`src/hdl/hws_pkg.sv`:
```
// Shared types, codes and constants for the heartbeat watchdog supervisor.
// Used by the controller, the datapath and the top level; depends on nothing.
`timescale 1ns / 1ps

package hws_pkg;

  // Default table size.
  localparam int CLIENT_SLOTS_DEF = 8;

  // Field widths.
  localparam int FUNC_W    = 3;
  localparam int ID_W      = 64;
  localparam int PID_W     = 22;
  localparam int MS_W      = 19;
  localparam int SIDX_W    = 3;
  localparam int STATUS_W  = 3;
  localparam int SLOT_W    = 3;
  localparam int ACTIVE_W  = 4;
  localparam int FEED_CNT_W = 16;
  localparam int CFG_IDX_W = 1;
  localparam int CFG_DATA_W = 16;

  // Heartbeat limit range and age saturation value.
  localparam logic [MS_W-1:0] LIMIT_MIN_MS = MS_W'(5 * 1000);
  localparam logic [MS_W-1:0] LIMIT_MAX_MS = MS_W'(300 * 1000);
  localparam logic [MS_W-1:0] AGE_MAX      = '1;

  // Reset values of the configuration registers.
  localparam logic [FEED_CNT_W-1:0] FEED_INTERVAL_RST = FEED_CNT_W'(9000);
  localparam logic                  WATCHDOG_EN_RST   = 1'b1;

  // Configuration register indexes.
  localparam logic [CFG_IDX_W-1:0] CFG_FEED_INTERVAL = 1'd0;
  localparam logic [CFG_IDX_W-1:0] CFG_WATCHDOG_EN   = 1'd1;

  // Command function codes.
  localparam logic [FUNC_W-1:0] FN_REGISTER   = 3'd0;
  localparam logic [FUNC_W-1:0] FN_PING       = 3'd1;
  localparam logic [FUNC_W-1:0] FN_UNREGISTER = 3'd2;
  localparam logic [FUNC_W-1:0] FN_TICK       = 3'd3;
  localparam logic [FUNC_W-1:0] FN_READ       = 3'd4;

  // Result status codes.
  localparam logic [STATUS_W-1:0] ST_OK          = 3'd0;
  localparam logic [STATUS_W-1:0] ST_BAD_TIMEOUT = 3'd1;
  localparam logic [STATUS_W-1:0] ST_FULL        = 3'd2;
  localparam logic [STATUS_W-1:0] ST_WRONG_PID   = 3'd3;
  localparam logic [STATUS_W-1:0] ST_UNKNOWN     = 3'd4;
  localparam logic [STATUS_W-1:0] ST_NO_PERM     = 3'd5;
  localparam logic [STATUS_W-1:0] ST_HALTED      = 3'd6;

  // Controller states.
  typedef enum logic [2:0] {
    S_IDLE,
    S_DECODE,
    S_WALK_RD,
    S_WALK_EV,
    S_TICK_END,
    S_READ_RD,
    S_READ_EV,
    S_DONE
  } state_t;

  // Datapath operations issued by the controller.
  typedef enum logic [3:0] {
    OP_NONE,
    OP_LOAD,
    OP_STATUS,
    OP_TICK_SLOT,
    OP_TAKE_SLOT,
    OP_PING_SLOT,
    OP_FREE_SLOT,
    OP_TICK_END,
    OP_READ_OUT
  } dp_op_t;

  // Command bundle from controller to datapath.
  typedef struct packed {
    dp_op_t              op;
    logic [STATUS_W-1:0] code;
    logic                step;
    logic                rd_sidx;
  } dp_cmd_t;

  // Status bundle from datapath to controller.
  typedef struct packed {
    logic [FUNC_W-1:0] func;
    logic              failed;
    logic              tmo_ok;
    logic              cur_active;
    logic              id_hit;
    logic              last;
  } dp_stat_t;

  // One slot of the client table as stored in memory.
  typedef struct packed {
    logic [ID_W-1:0]  ident;
    logic [PID_W-1:0] owner;
    logic [MS_W-1:0]  limit;
    logic [MS_W-1:0]  age;
    logic             own_check;
  } slot_word_t;

endpackage

```
`src/hdl/hws_ctrl.sv`:
```
// Sequencing state machine of the heartbeat watchdog supervisor.
// Depends on hws_pkg; drives the datapath through dp_cmd_t and reads dp_stat_t.
`timescale 1ns / 1ps

module hws_ctrl import hws_pkg::*; (
  input  logic     clk,
  input  logic     rst,
  input  logic     start,
  input  dp_stat_t stat,
  output dp_cmd_t  cmd,
  output logic     busy,
  output logic     done
);

  state_t state;
  state_t state_next;

  // State register.
  always_ff @(posedge clk) begin
    if (rst) begin
      state <= S_IDLE;
    end else begin
      state <= state_next;
    end
  end

  // Next-state logic.
  always_comb begin
    state_next = state;
    case (state)
      S_IDLE: begin
        if (start) begin
          state_next = S_DECODE;
        end
      end
      S_DECODE: begin
        if (stat.func == FN_TICK) begin
          state_next = S_WALK_RD;
        end else if (stat.failed) begin
          state_next = S_DONE;
        end else begin
          case (stat.func)
            FN_REGISTER:   state_next = stat.tmo_ok ? S_WALK_RD : S_DONE;
            FN_PING:       state_next = S_WALK_RD;
            FN_UNREGISTER: state_next = S_WALK_RD;
            FN_READ:       state_next = S_READ_RD;
            default:       state_next = S_DONE;
          endcase
        end
      end
      S_WALK_RD: state_next = S_WALK_EV;
      S_WALK_EV: begin
        case (stat.func)
          FN_TICK: begin
            state_next = stat.last ? S_TICK_END : S_WALK_RD;
          end
          FN_REGISTER: begin
            state_next = (!stat.cur_active || stat.last) ? S_DONE : S_WALK_RD;
          end
          FN_PING, FN_UNREGISTER: begin
            state_next = (stat.id_hit || stat.last) ? S_DONE : S_WALK_RD;
          end
          default: state_next = S_DONE;
        endcase
      end
      S_TICK_END: state_next = S_DONE;
      S_READ_RD:  state_next = S_READ_EV;
      S_READ_EV:  state_next = S_DONE;
      S_DONE:     state_next = S_IDLE;
      default:    state_next = S_IDLE;
    endcase
  end

  // Command outputs.
  always_comb begin
    cmd = '{op: OP_NONE, code: ST_OK, step: 1'b0, rd_sidx: 1'b0};
    case (state)
      S_IDLE: begin
        if (start) begin
          cmd.op = OP_LOAD;
        end
      end
      S_DECODE: begin
        if (stat.func != FN_TICK && stat.failed) begin
          cmd.op   = OP_STATUS;
          cmd.code = ST_HALTED;
        end else if (stat.func == FN_REGISTER && !stat.tmo_ok) begin
          cmd.op   = OP_STATUS;
          cmd.code = ST_BAD_TIMEOUT;
        end
      end
      S_WALK_EV: begin
        case (stat.func)
          FN_TICK: begin
            cmd.op   = OP_TICK_SLOT;
            cmd.step = !stat.last;
          end
          FN_REGISTER: begin
            if (!stat.cur_active) begin
              cmd.op = OP_TAKE_SLOT;
            end else if (stat.last) begin
              cmd.op   = OP_STATUS;
              cmd.code = ST_FULL;
            end else begin
              cmd.step = 1'b1;
            end
          end
          FN_PING, FN_UNREGISTER: begin
            if (stat.id_hit) begin
              cmd.op = (stat.func == FN_PING) ? OP_PING_SLOT : OP_FREE_SLOT;
            end else if (stat.last) begin
              cmd.op   = OP_STATUS;
              cmd.code = ST_UNKNOWN;
            end else begin
              cmd.step = 1'b1;
            end
          end
          default: cmd.op = OP_NONE;
        endcase
      end
      S_TICK_END: cmd.op = OP_TICK_END;
      S_READ_RD:  cmd.rd_sidx = 1'b1;
      S_READ_EV:  cmd.op = OP_READ_OUT;
      default:    cmd.op = OP_NONE;
    endcase
  end

  assign busy = (state != S_IDLE);
  assign done = (state == S_DONE);

endmodule

```
`src/hdl/hws_dp.sv`:
```
// Datapath of the heartbeat watchdog supervisor: client table memory, slot flags,
// feed counter, failure latch and result registers. Depends on hws_pkg.
`timescale 1ns / 1ps

module hws_dp import hws_pkg::*; #(
  parameter int CLIENT_SLOTS = CLIENT_SLOTS_DEF
) (
  input  logic                  clk,
  input  logic                  rst,
  input  logic                  cfg_we,
  input  logic [CFG_IDX_W-1:0]  cfg_index,
  input  logic [CFG_DATA_W-1:0] cfg_data,
  input  logic [FUNC_W-1:0]     func,
  input  logic [ID_W-1:0]       client_id,
  input  logic [PID_W-1:0]      caller_pid,
  input  logic                  caller_is_root,
  input  logic [MS_W-1:0]       hb_limit,
  input  logic                  ignore_pid,
  input  logic [SIDX_W-1:0]     slot_index,
  input  dp_cmd_t               cmd,
  output dp_stat_t              stat,
  output logic [STATUS_W-1:0]   status,
  output logic [SLOT_W-1:0]     slot,
  output logic                  feed,
  output logic                  failed,
  output logic [ACTIVE_W-1:0]   active_count,
  output logic                  entry_active,
  output logic [ID_W-1:0]       entry_id,
  output logic [PID_W-1:0]      entry_pid,
  output logic [MS_W-1:0]       entry_timeout,
  output logic                  entry_check_pid
);

  localparam int IW = (CLIENT_SLOTS > 1) ? $clog2(CLIENT_SLOTS) : 1;
  localparam int CW = $clog2(CLIENT_SLOTS + 1);
  localparam logic [IW-1:0] LAST_IDX = IW'(CLIENT_SLOTS - 1);

  // Captured command fields.
  logic [FUNC_W-1:0] func_q;
  logic [ID_W-1:0]   id_q;
  logic [PID_W-1:0]  pid_q;
  logic              root_q;
  logic [MS_W-1:0]   tmo_q;
  logic              ign_q;
  logic [SIDX_W-1:0] sidx_q;

  // Control state.
  logic [IW-1:0]           cnt;
  logic [CLIENT_SLOTS-1:0] in_use;
  logic [CW-1:0]           count;
  logic [FEED_CNT_W-1:0]   feed_cnt;
  logic                    latch;
  logic                    miss;
  logic [FEED_CNT_W-1:0]   feed_interval;
  logic                    wd_en;

  // Client table.
  slot_word_t mem [CLIENT_SLOTS];
  slot_word_t rd_q;
  slot_word_t wdata;
  logic       mem_we;
  logic [IW-1:0] raddr;

  // Derived conditions.
  logic [IW-1:0]         sidx_addr;
  logic                  sidx_ok;
  logic                  sidx_active;
  logic                  cur_active;
  logic                  owner_ok;
  logic                  perm_ok;
  logic [MS_W-1:0]       aged;
  logic                  aged_miss;
  logic [FEED_CNT_W-1:0] feed_inc;
  logic                  feed_wrap;
  logic                  feed_val;

  always_comb begin
    sidx_addr   = IW'(sidx_q);
    sidx_ok     = 32'(sidx_q) < CLIENT_SLOTS;
    sidx_active = sidx_ok && in_use[sidx_addr];
    cur_active  = in_use[cnt];
    owner_ok    = !rd_q.own_check || (rd_q.owner == pid_q);
    perm_ok     = root_q || (pid_q == '0);
    aged        = (rd_q.age < AGE_MAX) ? rd_q.age + MS_W'(1) : rd_q.age;
    aged_miss   = aged > rd_q.limit;
    feed_inc    = feed_cnt + FEED_CNT_W'(1);
    feed_wrap   = feed_inc >= feed_interval;
    feed_val    = feed_wrap && !(latch || miss) && wd_en;
  end

  // Status toward the controller.
  always_comb begin
    stat.func       = func_q;
    stat.failed     = latch;
    stat.tmo_ok     = (tmo_q >= LIMIT_MIN_MS) && (tmo_q <= LIMIT_MAX_MS);
    stat.cur_active = cur_active;
    stat.id_hit     = cur_active && (rd_q.ident == id_q);
    stat.last       = (cnt == LAST_IDX);
  end

  // Table write data for aging, taking and pinging a slot.
  always_comb begin
    mem_we = 1'b0;
    wdata  = rd_q;
    case (cmd.op)
      OP_TICK_SLOT: begin
        mem_we    = cur_active;
        wdata.age = aged;
      end
      OP_TAKE_SLOT: begin
        mem_we = 1'b1;
        wdata  = '{ident: id_q, owner: pid_q, limit: tmo_q, age: '0,
                   own_check: !ign_q};
      end
      OP_PING_SLOT: begin
        mem_we    = owner_ok;
        wdata.age = '0;
      end
      default: mem_we = 1'b0;
    endcase
    raddr = cmd.rd_sidx ? sidx_addr : cnt;
  end

  // Table memory with registered read.
  always_ff @(posedge clk) begin
    if (mem_we) begin
      mem[cnt] <= wdata;
    end
    rd_q <= mem[raddr];
  end

  // Capture of the command fields on transfer.
  always_ff @(posedge clk) begin
    if (cmd.op == OP_LOAD) begin
      func_q <= func;
      id_q   <= client_id;
      pid_q  <= caller_pid;
      root_q <= caller_is_root;
      tmo_q  <= hb_limit;
      ign_q  <= ignore_pid;
      sidx_q <= slot_index;
    end
  end

  // Configuration registers.
  always_ff @(posedge clk) begin
    if (rst) begin
      feed_interval <= FEED_INTERVAL_RST;
      wd_en         <= WATCHDOG_EN_RST;
    end else if (cfg_we) begin
      case (cfg_index)
        CFG_FEED_INTERVAL: feed_interval <= cfg_data;
        CFG_WATCHDOG_EN:   wd_en <= cfg_data[0];
        default:           wd_en <= wd_en;
      endcase
    end
  end

  // Walk index, slot flags, active count, failure latch and feed counter.
  always_ff @(posedge clk) begin
    if (rst) begin
      cnt      <= '0;
      in_use   <= '0;
      count    <= '0;
      feed_cnt <= '0;
      latch    <= 1'b0;
      miss     <= 1'b0;
    end else begin
      if (cmd.step) begin
        cnt <= cnt + IW'(1);
      end
      case (cmd.op)
        OP_LOAD: begin
          cnt  <= '0;
          miss <= 1'b0;
        end
        OP_TICK_SLOT: begin
          if (cur_active && aged_miss) begin
            miss <= 1'b1;
          end
        end
        OP_TAKE_SLOT: begin
          in_use[cnt] <= 1'b1;
          count       <= count + CW'(1);
        end
        OP_FREE_SLOT: begin
          if (owner_ok || root_q) begin
            in_use[cnt] <= 1'b0;
            count       <= count - CW'(1);
          end
        end
        OP_TICK_END: begin
          latch    <= latch || miss;
          feed_cnt <= feed_wrap ? '0 : feed_inc;
        end
        default: latch <= latch;
      endcase
    end
  end

  // Result registers, cleared when a command is taken.
  always_ff @(posedge clk) begin
    case (cmd.op)
      OP_LOAD: begin
        status          <= ST_OK;
        slot            <= '0;
        feed            <= 1'b0;
        entry_active    <= 1'b0;
        entry_id        <= '0;
        entry_pid       <= '0;
        entry_timeout   <= '0;
        entry_check_pid <= 1'b0;
      end
      OP_STATUS: status <= cmd.code;
      OP_TAKE_SLOT: slot <= SLOT_W'(cnt);
      OP_PING_SLOT: begin
        slot <= SLOT_W'(cnt);
        if (!owner_ok) begin
          status <= ST_WRONG_PID;
        end
      end
      OP_FREE_SLOT: begin
        slot <= SLOT_W'(cnt);
        if (!(owner_ok || root_q)) begin
          status <= ST_WRONG_PID;
        end
      end
      OP_TICK_END: feed <= feed_val;
      OP_READ_OUT: begin
        slot <= sidx_q;
        if (!perm_ok) begin
          status <= ST_NO_PERM;
        end else if (sidx_active) begin
          entry_active    <= 1'b1;
          entry_id        <= rd_q.ident;
          entry_pid       <= rd_q.owner;
          entry_timeout   <= rd_q.limit;
          entry_check_pid <= rd_q.own_check;
        end
      end
      default: feed <= feed;
    endcase
  end

  assign failed       = latch;
  assign active_count = ACTIVE_W'(count);

endmodule

```
`src/hdl/heartbeat_watchdog_supervisor_top.sv`:
```
// Heartbeat watchdog supervisor top: one command per start, one result per done strobe.
// Refused or bad-timeout commands end after decode, and a read reads one table entry;
// register/ping/unregister walk k slots from slot 0 (k <= CLIENT_SLOTS), tick walks every
// slot and then S_TICK_END; the walk reads each entry in S_WALK_RD and evaluates it in S_WALK_EV.
// busy drops in the cycle after done, so the next command may start then; results cannot stall.
// Synchronous active-high rst frees every slot, clears the failure latch and feed counter.
`timescale 1ns / 1ps

module heartbeat_watchdog_supervisor_top import hws_pkg::*; #(
  parameter int CLIENT_SLOTS = CLIENT_SLOTS_DEF
) (
  input  logic                  clk,
  input  logic                  rst,
  input  logic                  cfg_we,
  input  logic [CFG_IDX_W-1:0]  cfg_index,
  input  logic [CFG_DATA_W-1:0] cfg_data,
  input  logic                  start,
  output logic                  busy,
  output logic                  done,
  input  logic [FUNC_W-1:0]     func,
  input  logic [ID_W-1:0]       client_id,
  input  logic [PID_W-1:0]      caller_pid,
  input  logic                  caller_is_root,
  input  logic [MS_W-1:0]       hb_limit,
  input  logic                  ignore_pid,
  input  logic [SIDX_W-1:0]     slot_index,
  output logic [STATUS_W-1:0]   status,
  output logic [SLOT_W-1:0]     slot,
  output logic                  feed,
  output logic                  failed,
  output logic [ACTIVE_W-1:0]   active_count,
  output logic                  entry_active,
  output logic [ID_W-1:0]       entry_id,
  output logic [PID_W-1:0]      entry_pid,
  output logic [MS_W-1:0]       entry_timeout,
  output logic                  entry_check_pid
);

  dp_cmd_t  cmd;
  dp_stat_t stat;

  // Sequencer.
  hws_ctrl u_ctrl (
    .clk   (clk),
    .rst   (rst),
    .start (start),
    .stat  (stat),
    .cmd   (cmd),
    .busy  (busy),
    .done  (done)
  );

  // Table and result datapath.
  hws_dp #(
    .CLIENT_SLOTS (CLIENT_SLOTS)
  ) u_dp (
    .clk             (clk),
    .rst             (rst),
    .cfg_we          (cfg_we),
    .cfg_index       (cfg_index),
    .cfg_data        (cfg_data),
    .func            (func),
    .client_id       (client_id),
    .caller_pid      (caller_pid),
    .caller_is_root  (caller_is_root),
    .hb_limit        (hb_limit),
    .ignore_pid      (ignore_pid),
    .slot_index      (slot_index),
    .cmd             (cmd),
    .stat            (stat),
    .status          (status),
    .slot            (slot),
    .feed            (feed),
    .failed          (failed),
    .active_count    (active_count),
    .entry_active    (entry_active),
    .entry_id        (entry_id),
    .entry_pid       (entry_pid),
    .entry_timeout   (entry_timeout),
    .entry_check_pid (entry_check_pid)
  );

  // A feed pulse only comes from a tick and never once the block has failed.
  a_feed_ok: assert property (@(posedge clk) disable iff (rst)
    done && feed |-> !failed && stat.func == FN_TICK)
    else $error("feed pulse on a failed block or a non-tick command");

  // The failure latch holds until reset.
  a_latch_sticks: assert property (@(posedge clk) disable iff (rst)
    failed |=> failed)
    else $error("failure latch cleared without reset");

  // A halted status is only reported while failed.
  a_halted: assert property (@(posedge clk) disable iff (rst)
    done && status == ST_HALTED |-> failed)
    else $error("halted status while not failed");

  // The active count never exceeds the table size.
  a_count_range: assert property (@(posedge clk) disable iff (rst)
    32'(active_count) <= CLIENT_SLOTS)
    else $error("active count beyond table size");

endmodule

```
`config.mk`:
```
export PLATFORM = sky130hd
export DESIGN_NAME = heartbeat_watchdog_supervisor_top
export DESIGN_NICKNAME = d
export VERILOG_FILES = /design/src/hdl/hws_pkg.sv /design/src/hdl/hws_ctrl.sv /design/src/hdl/hws_dp.sv /design/src/hdl/heartbeat_watchdog_supervisor_top.sv
export SDC_FILE = /design/constraint.sdc
export NUM_CORES = 1
export LEC_CHECK = 0
export BUFFER_PORTS_ARGS = -buffer_cell sky130_fd_sc_hd__buf_2
export CAP_MARGIN = 20
export CORE_MARGIN = 5
export CORE_UTILIZATION = 30
export DETAILED_ROUTE_END_ITERATION = 10
export MAX_ROUTING_LAYER = met4
export PLACE_DENSITY = 0.45
export SYNTH_ARGS = -nofsm -noshare
export SYNTH_HDL_FRONTEND = slang
export SYNTH_SLANG_ARGS = --single-unit
```
`constraint.sdc`:
```
create_clock -name clk -period 33.8 [get_ports clk]
set_input_delay 5.07 -clock clk [delete_from_list [all_inputs] [get_ports clk]]
set_output_delay 5.07 -clock clk [all_outputs]
set_load 0.02 [all_outputs]
```
==> flow_metrics.tcl <==
set metrics [dict create \
    cts_root_buffer "clkbuf_16" \
    status "finished clean" \
    ios 255 \
    drc 0 \
    crit_chain "buf_2 -> o21a_1 -> or2_2 -> or2_2 -> nor3_1 -> ha_1 -> a21o_1 -> a21oi_1 -> nor2b_1 -> a221oi_1 -> o311ai_0" \
    async_flop_share_pct 0 \
    crit_path_max_fanout 4 \
    ys_seq_elements 1405 \
    min_delay_path_depth 2 \
    hold_end "u_dp.feed_interval[6]" \
    syn_nets 4663 \
    maxCapViolCount 0 \
    path_common_cell "or2_2" \
    pwr-share-comb_pct 14.8 \
    powerDensity_nw_per_um2 70.5 \
    cts_max_path_buffers 3 \
    crit_arrival_ps 7660 \
    max-vdd-ir-drop_uv 58.4 \
    start_util_pct 30.1 \
    final_cells 7322 \
    synth.most_common_cell "edfxtp_1" \
    antenna_found_initial 3 \
    fin_crit_sh_pct 20.8 \
    cts_setup_buffers 0 \
    ctsResizeCount 0 \
    cp-start-kind "primary input" \
    cp.required_ps 34450 \
    dp_cells 7027 \
    die_h_um 443 \
    critPathBufInv 1 \
    synth_largest_area_cell "edfxtp_1" \
    r2r_setup_slack_ps 27330 \
    post_synth.cell_area_avg_um2 12.6 \
    grt_max_degree 164 \
    crit_path_end_kind "register" \
    switching_share_pct 28.1 \
    die_area_um2 197000 \
    worst_slew_pin_slew_ps 1170 \
    path_delay_family "simple AND/OR/NAND/NOR gates" \
    die_w_um 443 \
    layout.nets 4868 \
    netlist_area_um2 56300 \
    wirelength_um 161000 \
    seqPwrFrac_pct 48.4 \
    rr_worst_depth 10 \
    setup_tns_ps 0 \
    htree_levels 4 \
    dr_total_vias 34780 \
    hp-start "u_dp.feed_interval[6]" \
    num_rows 159 \
    synth_commonest_cells "1,227 x edfxtp_1, 1,207 x nand2_1, 651 x nand3_1" \
    regToRegStartpoint "u_dp.id_q[56]" \
    grt_pass1_vias 34318 \
    ys_warn_count 0 \
    p_int_w 0.00332 \
    slowest_delay_ps 380 \
    path_clk_slew_ps 60 \
    drt_first_pass_iters 7 \
    drt_first_iter_violations 2676 \
    grt_overflow 0 \
    insertion_delay_ps 800 \
    ys.flop_type "edfxtp_1" \
    critPathSlowestCell "nor3_1" \
    finalSetupViolations 0 \
    dpl_worst_slack_ps 25960 \
    dpl.hpwl_um 88200 \
    rsz0062_at_grt "false" \
    synth-edff-count 1227 \
    synth.distinct_cells 78 \
    power_frac_clock_pct 36.8 \
    fin_worst_skew_ps 34.7 \
    relSlewSlack_pct 21.5 \
    core_um2 187000 \
    drv_slew 0 \
    cts-buffers-inserted 158 \
    rr_endpoint "u_dp.mem[2][80]" \
    wl_per_cell_um 22.0 \
    ys_top_cells_by_area "edfxtp_1 65%, nand2_1 8.0%, dfxtp_1 6.3%" \
    drive_gt1_share_pct 14.4 \
    grt_pass1_wl_um 237000 \
    min_period_ps 7010 \
    portBuffers 254 \
    hold_slack_ps 466 \
    cts.hold.buffers_added 0 \
    cts_tree "done" \
    vias_per_cell 4.75 \
    critPathKind "primary input to register" \
    p_leak_nw 23.7 \
    max_freq_mhz 143 \
    gp_congestion 0.786 \
    antenna_left 0 \
    ys_seq_area_share_pct 71.7 \
    syn2layout_area_growth_pct 16.3 \
    hold_viol 0 \
    stdcell_area_um2 65500 \
    cts_sinks 1405 \
    synth_top_cell_area_share_pct 65.4 \
    worst_slack_ps 26790 \
    worstHoldPathType "register to register" \
    grt_usage_pct 16.4 \
    placedInstanceArea_um2 60400 \
    syn_inst 4487 \
    p_sw_w 0.00130 \
]
routing by layer:
layer / up-vias / routed length, um / global-route usage [%]
met5: - / 0 / -
met4: 0 / 3660 / 4.46
met3: 215 / 5240 / 2.05
met2: 612 / 82400 / 28.0
met1: 17397 / 70100 / 20.7
li1: 16556 / - / -
cell usage in the layout, fill, tap and decap left out, types with 9 or more instances in the layout:
master        n
clkbuf_8     14
xor2_1       82
dfxtp_1     177
nor2b_1      14
clkbuf_16   161
bufinv_16    11
a21oi_1      54
nor2_1       66
nand2b_1     11
nor4_1       30
and3_1       97
a21o_1       15
nand4_1      23
inv_1        43
ha_1         41
buf_4        38
xnor2_1      37
nand3_1     651
mux2_2      108
clkinv_2     17
o22ai_1      10
a31oi_4       9
nand2_1    1207
buf_12       12
or2_2        12
buf_2       255
edfxtp_1   1227
nor3_1       15
clkinv_1     24
clkbuf_1     46
o21ai_0     149
a22o_1       10
area by class of cell:
type	count	area, um2
fill	18261	122000
sequential	1405	40400
multi-input combinational	2778	14900
timing repair buffer	305	1800
clock inverter	72	757
inverter	44	170
antenna	2	5.00
clock buffer	221	4390
tap	2495	3120
through the flow:
| stage | power (W) | utilization, % |
|---|---|---|
| floorplan | 0.00268 | - |
| global route | 0.00482 | 35.0 |
| global placement | 0.00296 | 32.2 |
| detailed placement | 0.00297 | 32.2 |
| finish | 0.00462 | 35.0 |
| CTS | 0.00468 | 35.0 |
cell families (layout without fill, tap and decap cells):
logic type	count (synthesis)	in the layout	share of synthesized area, %
AO/OA/AOI/OAI	317	317	3.70
XOR/XNOR	119	119	1.85
adder cells (fa/ha/maj)	42	42	0.946
buffers and inverters	304	642	2.17
flip-flops	1405	1405	71.7
multiplexers	124	124	2.50
other	0	2	0
AND/OR/NAND/NOR	2176	2176	17.1
worst register-to-register path: cells and delay by family, from the launching register on:
family	cells	cell delay, ps
DFF	1	400
buffers and inverters	2	1460
xor gates and xnor gates	1	220
AOI/OAI and AO/OA	2	900
and+or+nand+nor	5	3060
power groups by stage:
stage	Combinational (W)	Clock [W]	Sequential [W]
6_report	0.000684	0.00170	0.00224
2_1_floorplan	0.000397	0	0.00228
4_1_cts	0.000697	0.00174	0.00224
5_1_grt	0.000751	0.00182	0.00225
3_5_place_dp	0.000694	0	0.00227
3_3_place_gp	0.000692	0	0.00227
sequential cells by signal, indices dropped and copies added (netlist names), 4 cells and up, named ones only:
| signal | cells |
|---|---|
| u_dp.entry_pid | 22 |
| u_dp.feed_cnt | 16 |
| u_dp.pid_q | 22 |
| u_dp.active_count | 4 |
| u_dp.feed_interval | 16 |
| u_dp.rd_q | 125 |
| u_dp.id_q | 64 |
| u_dp.entry_timeout | 19 |
| u_dp.mem | 1000 |
| u_dp.tmo_q | 19 |
| u_dp.entry_id | 64 |
worst max path at each step:
stage	slack (ps)	to	depth (start not counted)	start
5_1_grt	26650	u_dp.active_count[3]	11	start
2_1_floorplan	22430	u_dp.mem[5][0]	9	u_dp.id_q[42]
3_5_place_dp	25960	u_dp.active_count[3]	11	start
6_report	26790	u_dp.active_count[3]	11	start
3_3_place_gp	25770	u_dp.active_count[3]	11	start
4_1_cts	26700	busy	3	u_ctrl.state[2]
No activity file was read; power rests on OpenSTA's default activity.
